--- src/assert_macros.svh ---
// Assertion macros shared by the particle pool RTL.
`ifndef ASSERT_MACROS_SVH
`define ASSERT_MACROS_SVH
`ifndef SYNTHESIS
// Implication checked on every clock edge outside reset.
`define PPS_ASSERT_IMP(label, clk, rstn, ante, cons, msg) \
    label: assert property (@(posedge clk) disable iff (!rstn) (ante) |-> (cons)) \
        else $error(msg);
// Property that must hold on every clock edge outside reset.
`define PPS_ASSERT_ALWAYS(label, clk, rstn, cond, msg) \
    label: assert property (@(posedge clk) disable iff (!rstn) (cond)) else $error(msg);
`else
`define PPS_ASSERT_IMP(label, clk, rstn, ante, cons, msg)
`define PPS_ASSERT_ALWAYS(label, clk, rstn, cond, msg)
`endif
`endif

--- src/pps_pkg.sv ---
// Shared types, constants and arithmetic helpers of the particle pool.
`default_nettype none
package pps_pkg;
    localparam int SlotCountDef = 16;
    localparam int MaxResults   = 16;

    localparam logic [2:0] CfgGravity  = 3'd0;
    localparam logic [2:0] CfgBuoyancy = 3'd1;
    localparam logic [2:0] CfgDamping  = 3'd2;
    localparam logic [2:0] CfgDefStep  = 3'd3;
    localparam logic [2:0] CfgMaxStep  = 3'd4;

    localparam logic OpTick  = 1'b0;
    localparam logic OpSpawn = 1'b1;

    localparam logic [2:0] KindCrumb = 3'd0;
    localparam logic [2:0] KindHeart = 3'd1;
    localparam logic [2:0] KindSleep = 3'd2;
    localparam logic [2:0] KindDirt  = 3'd3;

    localparam logic signed [23:0] PosMax = 24'sh7FFFFF;
    localparam logic signed [23:0] PosMin = -24'sh800000;

    // One queued request from the front to the back.
    typedef struct packed {
        logic        op;
        logic [15:0] dt;
        logic [23:0] x;
        logic [23:0] y;
        logic [23:0] vx;
        logic [23:0] vy;
        logic [2:0]  kind;
        logic [15:0] life;
    } req_t;

    // One result item.
    typedef struct packed {
        logic [5:0]  slot_index;
        logic        slot_alive;
        logic [2:0]  slot_kind;
        logic [15:0] pixel_x;
        logic [15:0] pixel_y;
        logic        spawn_ok;
        logic        is_last;
    } res_t;

    typedef enum logic [3:0] {
        ST_IDLE, ST_LOAD, ST_VY, ST_DAMPX, ST_DAMPY, ST_POSX, ST_POSY,
        ST_WRITE, ST_EMIT, ST_SPAWN
    } back_state_t;

    // Saturate a 48-bit signed value to 24 bits.
    function automatic logic signed [23:0] sat24(input logic signed [47:0] v);
        logic signed [23:0] r;
        if (v > 48'sd8388607) r = PosMax;
        else if (v < -48'sd8388608) r = PosMin;
        else r = v[23:0];
        return r;
    endfunction

    // Round half up and shift right by 16 (arithmetic).
    function automatic logic signed [47:0] rnd16(input logic signed [47:0] v);
        logic signed [47:0] t;
        t = v + 48'sd32768;
        return t >>> 16;
    endfunction

    // Truncate a 16.8 position toward zero to whole pixels.
    function automatic logic [15:0] to_pixel(input logic signed [23:0] p);
        logic signed [23:0] q;
        q = p >>> 8;
        if (p[23] && (p[7:0] != 8'd0)) q = q + 24'sd1;
        return q[15:0];
    endfunction
endpackage
`default_nettype wire

--- src/pps_ram.sv ---
// Generic single write port RAM with registered read.
`default_nettype none
module pps_ram #(
    parameter int Width = 8,
    parameter int Depth = 16
) (
    input  wire logic                     aclk,
    input  wire logic                     wr_en,
    input  wire logic [$clog2(Depth)-1:0] wr_addr,
    input  wire logic [Width-1:0]         wr_data,
    input  wire logic [$clog2(Depth)-1:0] rd_addr,
    output logic      [Width-1:0]         rd_data
);
    logic [Width-1:0] mem_reg [Depth];

    // Write port and registered read port.
    always_ff @(posedge aclk) begin
        if (wr_en) mem_reg[wr_addr] <= wr_data;
        rd_data <= mem_reg[rd_addr];
    end
endmodule
`default_nettype wire

--- src/pps_front.sv ---
// Front end: takes requests, validates the tick step and queues them.
`default_nettype none
module pps_front
    import pps_pkg::*;
(
    input  wire logic        aclk,
    input  wire logic        aresetn,
    input  wire logic        in_valid,
    output logic             in_ready,
    input  wire req_t        in_req,
    input  wire logic [15:0] default_step,
    input  wire logic [15:0] max_step,
    output logic             q_valid,
    input  wire logic        q_ready,
    output req_t             q_req
);
    localparam int QDepth = 2;

    req_t       slot_reg [QDepth];
    logic [1:0] count_reg, count_next;
    logic       wptr_reg, rptr_reg;
    req_t       fixed;
    logic       push, pop;

    // Replace an invalid tick step with the default one.
    always_comb begin
        fixed = in_req;
        if (in_req.dt == 16'd0 || in_req.dt > max_step) fixed.dt = default_step;
    end

    assign in_ready = (count_reg != 2'(QDepth));
    assign push     = in_valid && in_ready;
    assign q_valid  = (count_reg != 2'd0);
    assign pop      = q_valid && q_ready;
    assign q_req    = slot_reg[rptr_reg];

    always_comb begin
        count_next = count_reg + 2'(push) - 2'(pop);
    end

    // Two-entry queue.
    always_ff @(posedge aclk) begin
        if (!aresetn) begin
            count_reg <= '0;
            wptr_reg  <= 1'b0;
            rptr_reg  <= 1'b0;
        end else begin
            count_reg <= count_next;
            if (push) wptr_reg <= ~wptr_reg;
            if (pop)  rptr_reg <= ~rptr_reg;
        end
        if (push) slot_reg[wptr_reg] <= fixed;
    end

`include "assert_macros.svh"
    `PPS_ASSERT_ALWAYS(a_cnt_range, aclk, aresetn, count_reg <= 2'(QDepth), "queue overflow")
    `PPS_ASSERT_IMP(a_no_push_full, aclk, aresetn, count_reg == 2'(QDepth), !push,
        "push into full queue")
    `PPS_ASSERT_IMP(a_dt_nonzero, aclk, aresetn, q_valid && !q_req.op && default_step != 16'd0,
        q_req.dt != 16'd0, "queued tick step is zero")
endmodule
`default_nettype wire

--- src/pps_back.sv ---
// Back end: spawns particles and steps every slot through a shared multiplier.
`default_nettype none
module pps_back
    import pps_pkg::*;
#(
    parameter int SlotCount = SlotCountDef
) (
    input  wire logic        aclk,
    input  wire logic        aresetn,
    input  wire logic        q_valid,
    output logic             q_ready,
    input  wire req_t        q_req,
    input  wire logic [15:0] gravity_accel,
    input  wire logic [15:0] buoyancy_accel,
    input  wire logic [15:0] damping_factor,
    output logic             res_valid,
    input  wire logic        res_ready,
    output res_t             res_data
);
    localparam int IdxW    = (SlotCount > 1) ? $clog2(SlotCount) : 1;
    localparam int NReport = (SlotCount < MaxResults) ? SlotCount : MaxResults;
    localparam int RecW    = 24 * 4 + 3 + 16 + 16;

    back_state_t state_reg, state_next;
    logic [SlotCount-1:0] alive_reg;
    logic [IdxW-1:0]   idx_reg;
    req_t              req_reg;
    logic signed [23:0] px_reg, py_reg, vx_reg, vy_reg;
    logic [2:0]        kind_reg;
    logic [15:0]       age_reg, life_reg;
    logic              was_live_reg, still_reg;
    logic signed [47:0] prod_reg;
    res_t              out_reg;
    logic              out_valid_reg;

    logic [RecW-1:0]   wr_rec, rd_rec;
    logic              wr_en;
    logic [IdxW-1:0]   wr_addr;
    logic [IdxW-1:0]   free_idx;
    logic              free_found;
    logic signed [16:0] mul_a;
    logic signed [24:0] mul_b;
    logic signed [47:0] mul_p;
    logic [16:0]       age_sum;
    logic [15:0]       age_new;
    logic              emit_ok;
    logic [2:0]        rd_kind;
    logic signed [23:0] py_new;
    logic              report_slot;
    logic              out_load;

    pps_ram #(.Width(RecW), .Depth(SlotCount)) u_ram (
        .aclk(aclk), .wr_en(wr_en), .wr_addr(wr_addr), .wr_data(wr_rec),
        .rd_addr(idx_reg), .rd_data(rd_rec)
    );

    // Kind of the slot being read, straight from the RAM output.
    assign rd_kind = rd_rec[34:32];

    // Lowest free slot.
    always_comb begin
        free_idx   = '0;
        free_found = 1'b0;
        for (int i = SlotCount - 1; i >= 0; i--) begin
            if (!alive_reg[i]) begin
                free_idx   = IdxW'(i);
                free_found = 1'b1;
            end
        end
    end

    // Shared multiplier operand selection.
    always_comb begin
        mul_a = '0;
        mul_b = '0;
        case (state_reg)
            ST_VY: begin
                mul_b = 25'(signed'({1'b0, req_reg.dt}));
                case (rd_kind)
                    KindCrumb, KindDirt: mul_a = 17'(signed'(gravity_accel));
                    KindHeart, KindSleep: mul_a = 17'(signed'(buoyancy_accel));
                    default: mul_a = '0;
                endcase
            end
            ST_DAMPX: begin
                mul_a = 17'(signed'({1'b0, damping_factor}));
                mul_b = 25'(vx_reg);
            end
            ST_DAMPY: begin
                mul_a = 17'(signed'({1'b0, damping_factor}));
                mul_b = 25'(vy_reg);
            end
            ST_POSX: begin
                mul_a = 17'(signed'({1'b0, req_reg.dt}));
                mul_b = 25'(vx_reg);
            end
            ST_POSY: begin
                mul_a = 17'(signed'({1'b0, req_reg.dt}));
                mul_b = 25'(vy_reg);
            end
            default: begin
                mul_a = '0;
                mul_b = '0;
            end
        endcase
        mul_p = 48'(mul_a) * 48'(mul_b);
    end

    assign age_sum = {1'b0, age_reg} + 17'((20'(req_reg.dt) + 20'd8) >> 4);
    assign age_new = age_sum[16] ? 16'hFFFF : age_sum[15:0];
    assign py_new  = sat24(48'(py_reg) + rnd16(prod_reg));
    assign emit_ok = !out_valid_reg || res_ready;
    assign report_slot = (32'(idx_reg) < NReport);
    assign out_load = (state_reg == ST_SPAWN && emit_ok)
                      || (state_reg == ST_EMIT && emit_ok && report_slot);

    // Next state.
    always_comb begin
        state_next = state_reg;
        case (state_reg)
            ST_IDLE:  if (q_valid) state_next = q_req.op ? ST_SPAWN : ST_LOAD;
            ST_SPAWN: if (emit_ok) state_next = ST_IDLE;
            ST_LOAD:  state_next = ST_VY;
            ST_VY:    state_next = ST_DAMPX;
            ST_DAMPX: state_next = ST_DAMPY;
            ST_DAMPY: state_next = ST_POSX;
            ST_POSX:  state_next = ST_POSY;
            ST_POSY:  state_next = ST_WRITE;
            ST_WRITE: state_next = ST_EMIT;
            ST_EMIT: begin
                if (emit_ok || !report_slot) begin
                    state_next = (idx_reg == IdxW'(SlotCount - 1)) ? ST_IDLE : ST_LOAD;
                end
            end
            default: state_next = ST_IDLE;
        endcase
    end

    // Outputs of the sequencer.
    always_comb begin
        q_ready = (state_reg == ST_IDLE);
        wr_en   = 1'b0;
        wr_addr = idx_reg;
        wr_rec  = {px_reg, py_reg, vx_reg, vy_reg, kind_reg, age_reg, life_reg};
        case (state_reg)
            ST_SPAWN: begin
                wr_en   = emit_ok && free_found;
                wr_addr = free_idx;
                wr_rec  = {req_reg.x, req_reg.y, req_reg.vx, req_reg.vy, req_reg.kind,
                           16'd0, req_reg.life};
            end
            ST_WRITE: begin
                wr_en  = was_live_reg;
                wr_rec = {px_reg, py_new, vx_reg, vy_reg, kind_reg, age_new, life_reg};
            end
            default: wr_en = 1'b0;
        endcase
    end

    // Datapath registers.
    always_ff @(posedge aclk) begin
        prod_reg <= mul_p;
        case (state_reg)
            ST_IDLE: if (q_valid) begin
                req_reg <= q_req;
                idx_reg <= '0;
            end
            ST_LOAD: was_live_reg <= alive_reg[idx_reg];
            ST_VY: begin
                {px_reg, py_reg, vx_reg, vy_reg, kind_reg, age_reg, life_reg} <= rd_rec;
            end
            ST_DAMPX: begin
                if (kind_reg == KindDirt)
                    vy_reg <= sat24(48'(vy_reg) + ((prod_reg + 48'sd65536) >>> 17));
                else if (kind_reg == KindCrumb || kind_reg == KindHeart
                         || kind_reg == KindSleep)
                    vy_reg <= sat24(48'(vy_reg) + rnd16(prod_reg));
            end
            ST_DAMPY: vx_reg <= sat24(rnd16(prod_reg));
            ST_POSX: vy_reg <= sat24(rnd16(prod_reg));
            ST_POSY: px_reg <= sat24(48'(px_reg) + rnd16(prod_reg));
            ST_WRITE: begin
                py_reg   <= py_new;
                age_reg  <= age_new;
                still_reg <= (age_new < life_reg);
            end
            ST_EMIT: if (emit_ok || !report_slot) idx_reg <= idx_reg + 1'b1;
            default: ;
        endcase
    end

    // Alive flags, result register and state.
    always_ff @(posedge aclk) begin
        if (!aresetn) begin
            state_reg     <= ST_IDLE;
            alive_reg     <= '0;
            out_valid_reg <= 1'b0;
        end else begin
            state_reg <= state_next;
            if (out_load) out_valid_reg <= 1'b1;
            else if (res_ready) out_valid_reg <= 1'b0;
            if (state_reg == ST_SPAWN && emit_ok) begin
                if (free_found) begin
                    alive_reg[free_idx] <= 1'b1;
                    out_reg <= '{6'(free_idx), 1'b1, req_reg.kind, to_pixel(req_reg.x),
                                 to_pixel(req_reg.y), 1'b1, 1'b1};
                end else begin
                    out_reg <= '{6'd0, 1'b0, 3'd0, 16'd0, 16'd0, 1'b0, 1'b1};
                end
            end
            if (state_reg == ST_WRITE && was_live_reg && (age_new >= life_reg))
                alive_reg[idx_reg] <= 1'b0;
            if (state_reg == ST_EMIT && emit_ok && report_slot) begin
                if (was_live_reg)
                    out_reg <= '{6'(idx_reg), still_reg, kind_reg, to_pixel(px_reg),
                                 to_pixel(py_reg), 1'b0,
                                 (idx_reg == IdxW'(NReport - 1))};
                else
                    out_reg <= '{6'(idx_reg), 1'b0, 3'd0, 16'd0, 16'd0, 1'b0,
                                 (idx_reg == IdxW'(NReport - 1))};
            end
        end
    end

    assign res_valid = out_valid_reg;
    assign res_data  = out_reg;

`include "assert_macros.svh"
    `PPS_ASSERT_IMP(a_spawn_alive, aclk, aresetn,
        state_reg == ST_SPAWN && emit_ok && free_found, ##1 alive_reg[$past(free_idx)],
        "spawned slot not marked live")
    `PPS_ASSERT_IMP(a_out_hold, aclk, aresetn, out_valid_reg && !res_ready,
        ##1 (out_valid_reg && $stable(out_reg)), "pending result changed")
    `PPS_ASSERT_IMP(a_busy_no_take, aclk, aresetn, state_reg != ST_IDLE, !q_ready,
        "queue popped while busy")
endmodule
`default_nettype wire

--- src/particle_pool_step_unit.sv ---
// Top level of the particle pool: config registers, front queue and back sequencer.
// Usage:
// Requests arrive on the s_axis stream: tuser carries the operation (0 tick, 1 spawn)
// and tdata the packed tick step and spawn fields. Results leave on m_axis, one item
// per spawn and one per reported slot on a tick, tlast marking the final result.
// A spawn takes the lowest free slot; a tick steps each slot in turn through load,
// five uses of the single shared multiplier, write-back and report. A two-entry queue
// sits between the front and the sequencer so requests are taken while a tick runs.
// Reset (aresetn low, synchronous) restores the register defaults, empties the queue
// and marks every slot free. A stalled m_axis holds the result register and the
// sequencer waits; the queue keeps taking requests until full.
// Configuration writes through cfg_wr_en/cfg_index/cfg_data only while idle.
`default_nettype none
module particle_pool_step_unit
    import pps_pkg::*;
#(
    parameter int SlotCount = SlotCountDef
) (
    input  wire logic         aclk,
    input  wire logic         aresetn,
    input  wire logic         cfg_wr_en,
    input  wire logic [2:0]   cfg_index,
    input  wire logic [15:0]  cfg_data,
    input  wire logic         s_axis_tvalid,
    output logic              s_axis_tready,
    // tdata: time_step[15:0], spawn_x, spawn_y, spawn_vx, spawn_vy, spawn_kind,
    // spawn_life, zero fill to 136 bits
    input  wire logic [135:0] s_axis_tdata,
    // tuser: operation
    input  wire logic         s_axis_tuser,
    output logic              m_axis_tvalid,
    input  wire logic         m_axis_tready,
    // tdata: slot_index, slot_alive, slot_kind, pixel_x, pixel_y, zero fill to 48 bits
    output logic [47:0]       m_axis_tdata,
    // tuser: spawn_ok
    output logic              m_axis_tuser,
    output logic              m_axis_tlast
);
    logic [15:0] grav_reg, buoy_reg, damp_reg, defstep_reg, maxstep_reg;
    req_t  in_req, q_req;
    logic  q_valid, q_ready;
    res_t  res;

    // Configuration registers.
    always_ff @(posedge aclk) begin
        if (!aresetn) begin
            grav_reg    <= 16'd5120;
            buoy_reg    <= 16'hF100;
            damp_reg    <= 16'd64225;
            defstep_reg <= 16'd1094;
            maxstep_reg <= 16'd32768;
        end else if (cfg_wr_en) begin
            case (cfg_index)
                CfgGravity:  grav_reg    <= cfg_data;
                CfgBuoyancy: buoy_reg    <= cfg_data;
                CfgDamping:  damp_reg    <= cfg_data;
                CfgDefStep:  defstep_reg <= cfg_data;
                CfgMaxStep:  maxstep_reg <= cfg_data;
                default: ;
            endcase
        end
    end

    // Unpack the request.
    always_comb begin
        in_req.op   = s_axis_tuser;
        in_req.dt   = s_axis_tdata[15:0];
        in_req.x    = s_axis_tdata[39:16];
        in_req.y    = s_axis_tdata[63:40];
        in_req.vx   = s_axis_tdata[87:64];
        in_req.vy   = s_axis_tdata[111:88];
        in_req.kind = s_axis_tdata[114:112];
        in_req.life = s_axis_tdata[130:115];
    end

    pps_front u_front (
        .aclk(aclk), .aresetn(aresetn), .in_valid(s_axis_tvalid), .in_ready(s_axis_tready),
        .in_req(in_req), .default_step(defstep_reg), .max_step(maxstep_reg),
        .q_valid(q_valid), .q_ready(q_ready), .q_req(q_req)
    );

    pps_back #(.SlotCount(SlotCount)) u_back (
        .aclk(aclk), .aresetn(aresetn), .q_valid(q_valid), .q_ready(q_ready),
        .q_req(q_req), .gravity_accel(grav_reg), .buoyancy_accel(buoy_reg),
        .damping_factor(damp_reg), .res_valid(m_axis_tvalid), .res_ready(m_axis_tready),
        .res_data(res)
    );

    assign m_axis_tdata = {6'd0, res.pixel_y, res.pixel_x, res.slot_kind,
                           res.slot_alive, res.slot_index};
    assign m_axis_tuser = res.spawn_ok;
    assign m_axis_tlast = res.is_last;
endmodule
`default_nettype wire
--- config.mk ---
export PLATFORM = sky130hd
export DESIGN_NAME = particle_pool_step_unit
export DESIGN_NICKNAME = d
export VERILOG_FILES = /design/src/pps_pkg.sv /design/src/pps_ram.sv /design/src/pps_front.sv /design/src/pps_back.sv /design/src/particle_pool_step_unit.sv
export VERILOG_INCLUDE_DIRS = /design/src /design/src/src
export SDC_FILE = /design/constraint.sdc
export NUM_CORES = 2
export LEC_CHECK = 0
export ABC_CLOCK_PERIOD_IN_PS = 9200
export BUFFER_PORTS_ARGS = -buffer_cell sky130_fd_sc_hd__buf_2
export CORE_ASPECT_RATIO = 0.6
export CORE_MARGIN = 10
export CORE_UTILIZATION = 47
export CTS_CLUSTER_DIAMETER = 100
export DETAILED_ROUTE_END_ITERATION = 8
export SLEW_MARGIN = 5
export SYNTH_ARGS = -nofsm -noshare
export SYNTH_HDL_FRONTEND = slang
export SYNTH_SLANG_ARGS = --single-unit
--- constraint.sdc ---
create_clock -name aclk -period 9.2 [get_ports aclk]
set_input_delay 2.76 -clock aclk [delete_from_list [all_inputs] [get_ports aclk]]
set_output_delay 2.76 -clock aclk [all_outputs]
set_load 0.05 [all_outputs]
==> impl_metrics.json <==
{
  "synth_top_area_share_pct": 59.2,
  "fin_ws_ns": 0.358,
  "drt_pass1_iterations": 7,
  "tightest_slew_ns": 1.30,
  "post_cts_buffers": 0,
  "wl_um": 389000,
  "cts_tree": "done",
  "cp-endpoint": "u_back.prod_reg[27]$_DFF_P_",
  "vias": 78900,
  "coreArea_sq_um": 286000,
  "clock-root-buffer": "clkbuf_16",
  "drt_iter0_markers": 9304,
  "yosysUniqueCellTypes": 101,
  "final_common_cell": "edfxtp_1",
  "post_drt_wl_per_cell_um": 29.8,
  "cp_top_family": "compound AO/OA/AOI/OAI gates",
  "synth-warning-count": 0,
  "portBuffers": 199,
  "initial_core_util_pct": 47.3,
  "synth_top_area_cell": "edfxtp_1",
  "synth_area_sq_um": 135000,
  "period_needed_ns": 8.84,
  "path_clk_slew_ns": 0.06,
  "clockBufferDepth": 4,
  "hold_viol_final": 0,
  "postSynthAreaPerCell_sq_um": 15.7,
  "path_buf_inv": 10,
  "end_kind": "flip-flop",
  "timing.slew.headroom_pct": 12.4,
  "status": "finished, final reports clean",
  "mostFrequentLayoutCells": "edfxtp_1, nand2_1, mux4_2, inv_1, nor2_1",
  "path_depth": 34,
  "async_reset_ff_share_pct": 0,
  "dieArea_sq_um": 311000,
  "cp.arrival_ns": 9.58,
  "crit_path_start_kind": "flip-flop",
  "pre_cts_slack_ns": 0.342,
  "ioPinCount": 213,
  "grt_pass1_wl_um": 558000,
  "synthFlopType": "edfxtp_1",
  "cpMostUsedCell": "inv_1",
  "fmax_mhz": 113,
  "synth_edf_count": 2670,
  "synth.area.top_cells": "edfxtp_1, mux4_2, fa_1",
  "critical_path_peak_fanout": 21,
  "cts_made_buffers": 282,
  "core.rowCount": 152,
  "rr_worst_depth": 34,
  "period_share_pct": 96.1,
  "cts_sinks": 2934,
  "ys_ff_latch": 2934,
  "largest_reg_flops": 2096,
  "grt_overflow_total": 0,
  "area.growth.synth_to_final_pct": 11.7,
  "max-cap-violations": 0,
  "yosysSeqAreaShare_pct": 63.1,
  "gp_congestion": 0.965,
  "setup_tns_ns": 0,
  "final_cell_area_sq_um": 151000,
  "placed_area_sq_um": 142000,
  "vdd_drop_max_v": 0.000297,
  "fin_nets": 9809,
  "chipHeight_um": 436,
  "grt.total_usage_pct": 24.5,
  "synth_cells": 8642,
  "drcViolationCount": 0,
  "setup_violations": 0,
  "viasPerCell": 6.04,
  "regToRegSetupSlack_ns": 0.36,
  "grt_pass1_vias": 77700,
  "rr_endpoint": "u_back.prod_reg[27]$_DFF_P_",
  "cts_htree_levels": 5,
  "die_w_um": 713,
  "hpwl_um": 248000,
  "rsz0062_at_grt": "no",
  "fin_total_pwr_mw": 44.3,
  "crit_required_ns": 9.94,
  "total_leakage_power_nw": 53.4,
  "clock_skew_ns": 0.0732,
  "final_max_slew_viol_count": 0,
  "cpPeakStageDelay_ns": 0.60,
  "startpoint": "u_back.state_reg[2]$_SDFFE_PN0P_",
  "rr_startpoint": "u_back.state_reg[2]$_SDFFE_PN0P_",
  "crit_type": "reg2reg",
  "slowest_stage": "or2_2",
  "p_per_area_nw_per_um2": 293,
  "ant_nets": 0,
  "drive_gt1_share_pct": 19.3,
  "grt_max_degree": 155,
  "antenna_found_initial": 20,
  "clk_latency_ns": 0.90,
  "worstHoldPathType": "reg2reg"
}
## stage by stage
stage / std cells / util (%) / hold slack (ns)
3_5_place_dp: 12500 / 49.6 / 0.390
4_1_cts: 13000 / 52.8 / 0.405
5_1_grt: 13000 / 52.8 / 0.412
3_3_place_gp: 12500 / 49.6 / 0.386
2_1_floorplan: 8649 / - / 0.386
6_report: 13000 / 52.8 / 0.403
## metal layers
layer	share of wire (%)	wire [um]	track usage [%]
met5	0.012	46	0
met4	2.8	11100	6.53
met3	11	41000	6.74
met2	43	167000	35.4
met1	44	170000	36.7
## how the worst min path moves through the flow
stage                                           from                            end  slack (ns)  cells past startpoint
finish               u_back.u_ram.rd_data[5]$_DFF_P_   u_back.life_reg[5]$_DFFE_PP_        0.40                      0
global route        u_back.u_ram.rd_data[14]$_DFF_P_  u_back.life_reg[14]$_DFFE_PP_        0.41                      0
CTS                  u_back.u_ram.rd_data[0]$_DFF_P_   u_back.life_reg[0]$_DFFE_PP_        0.40                      0
detailed placement  u_back.u_ram.rd_data[14]$_DFF_P_  u_back.life_reg[14]$_DFFE_PP_        0.39                      0
global placement     u_back.u_ram.rd_data[5]$_DFF_P_   u_back.life_reg[5]$_DFFE_PP_        0.39                      0
floorplan            u_back.u_ram.rd_data[0]$_DFF_P_   u_back.life_reg[0]$_DFFE_PP_        0.39                      0
## synthesized netlist by cell type (27+ instances only)
master	count
edfxtp_1	2670
nand2_1	934
mux4_2	660
inv_1	558
nor2_1	445
fa_1	410
a21oi_1	321
clkbuf_1	307
ha_1	281
dfxtp_1	264
o21ai_0	162
xnor2_1	153
mux2_2	152
nand3_1	127
a21o_1	121
xor2_1	113
a22oi_1	55
and2_1	55
nand4_1	55
buf_1	51
nor3_1	49
nand2b_1	42
o21a_1	42
and3_1	40
o22ai_1	36
a31oi_1	34
nor2b_1	27
nor4_1	27
## cell families after synthesis
kind of cell	after synthesis	synth area share, %
AO/OA/AOI/OAI	1072	5.29
XOR/XNOR	266	1.72
adder cells (fa/ha/maj)	691	8.66
buffers and inverters	959	2.74
flip-flops	2934	63.1
multiplexers	824	12.3
other	1	0.00277
AND/OR/NAND/NOR	1895	6.15
## power breakdown
part           switching (mW)  total [mW]  internal (mW)
sequential               1.15        18.1           16.9
clock                    5.07        11.5           6.47
combinational            9.02        14.7           5.68
total                    15.2        44.3           29.1
## timing repair
| item | 4_1_cts | 5_1_grt |
|---|---|---|
| hold buffers | 0 | 0 |
| setup endpoints to repair | 0 | 12 |
| resized for setup | 0 | 5 |
## final cells by class
| type | instances | area (sq um) |
|---|---|---|
| Tap cell | 3850 | 4820 |
| Clock buffer | 371 | 7600 |
| Antenna cell | 16 | 40.0 |
| Timing Repair Buffer | 424 | 3140 |
| Multi-Input combinational cell | 4756 | 46600 |
| Fill cell | 23300 | 135000 |
| Inverter | 559 | 2100 |
| Sequential cell | 2934 | 85500 |
| Clock inverter | 136 | 1410 |
Power figures use the tool's default switching activity.
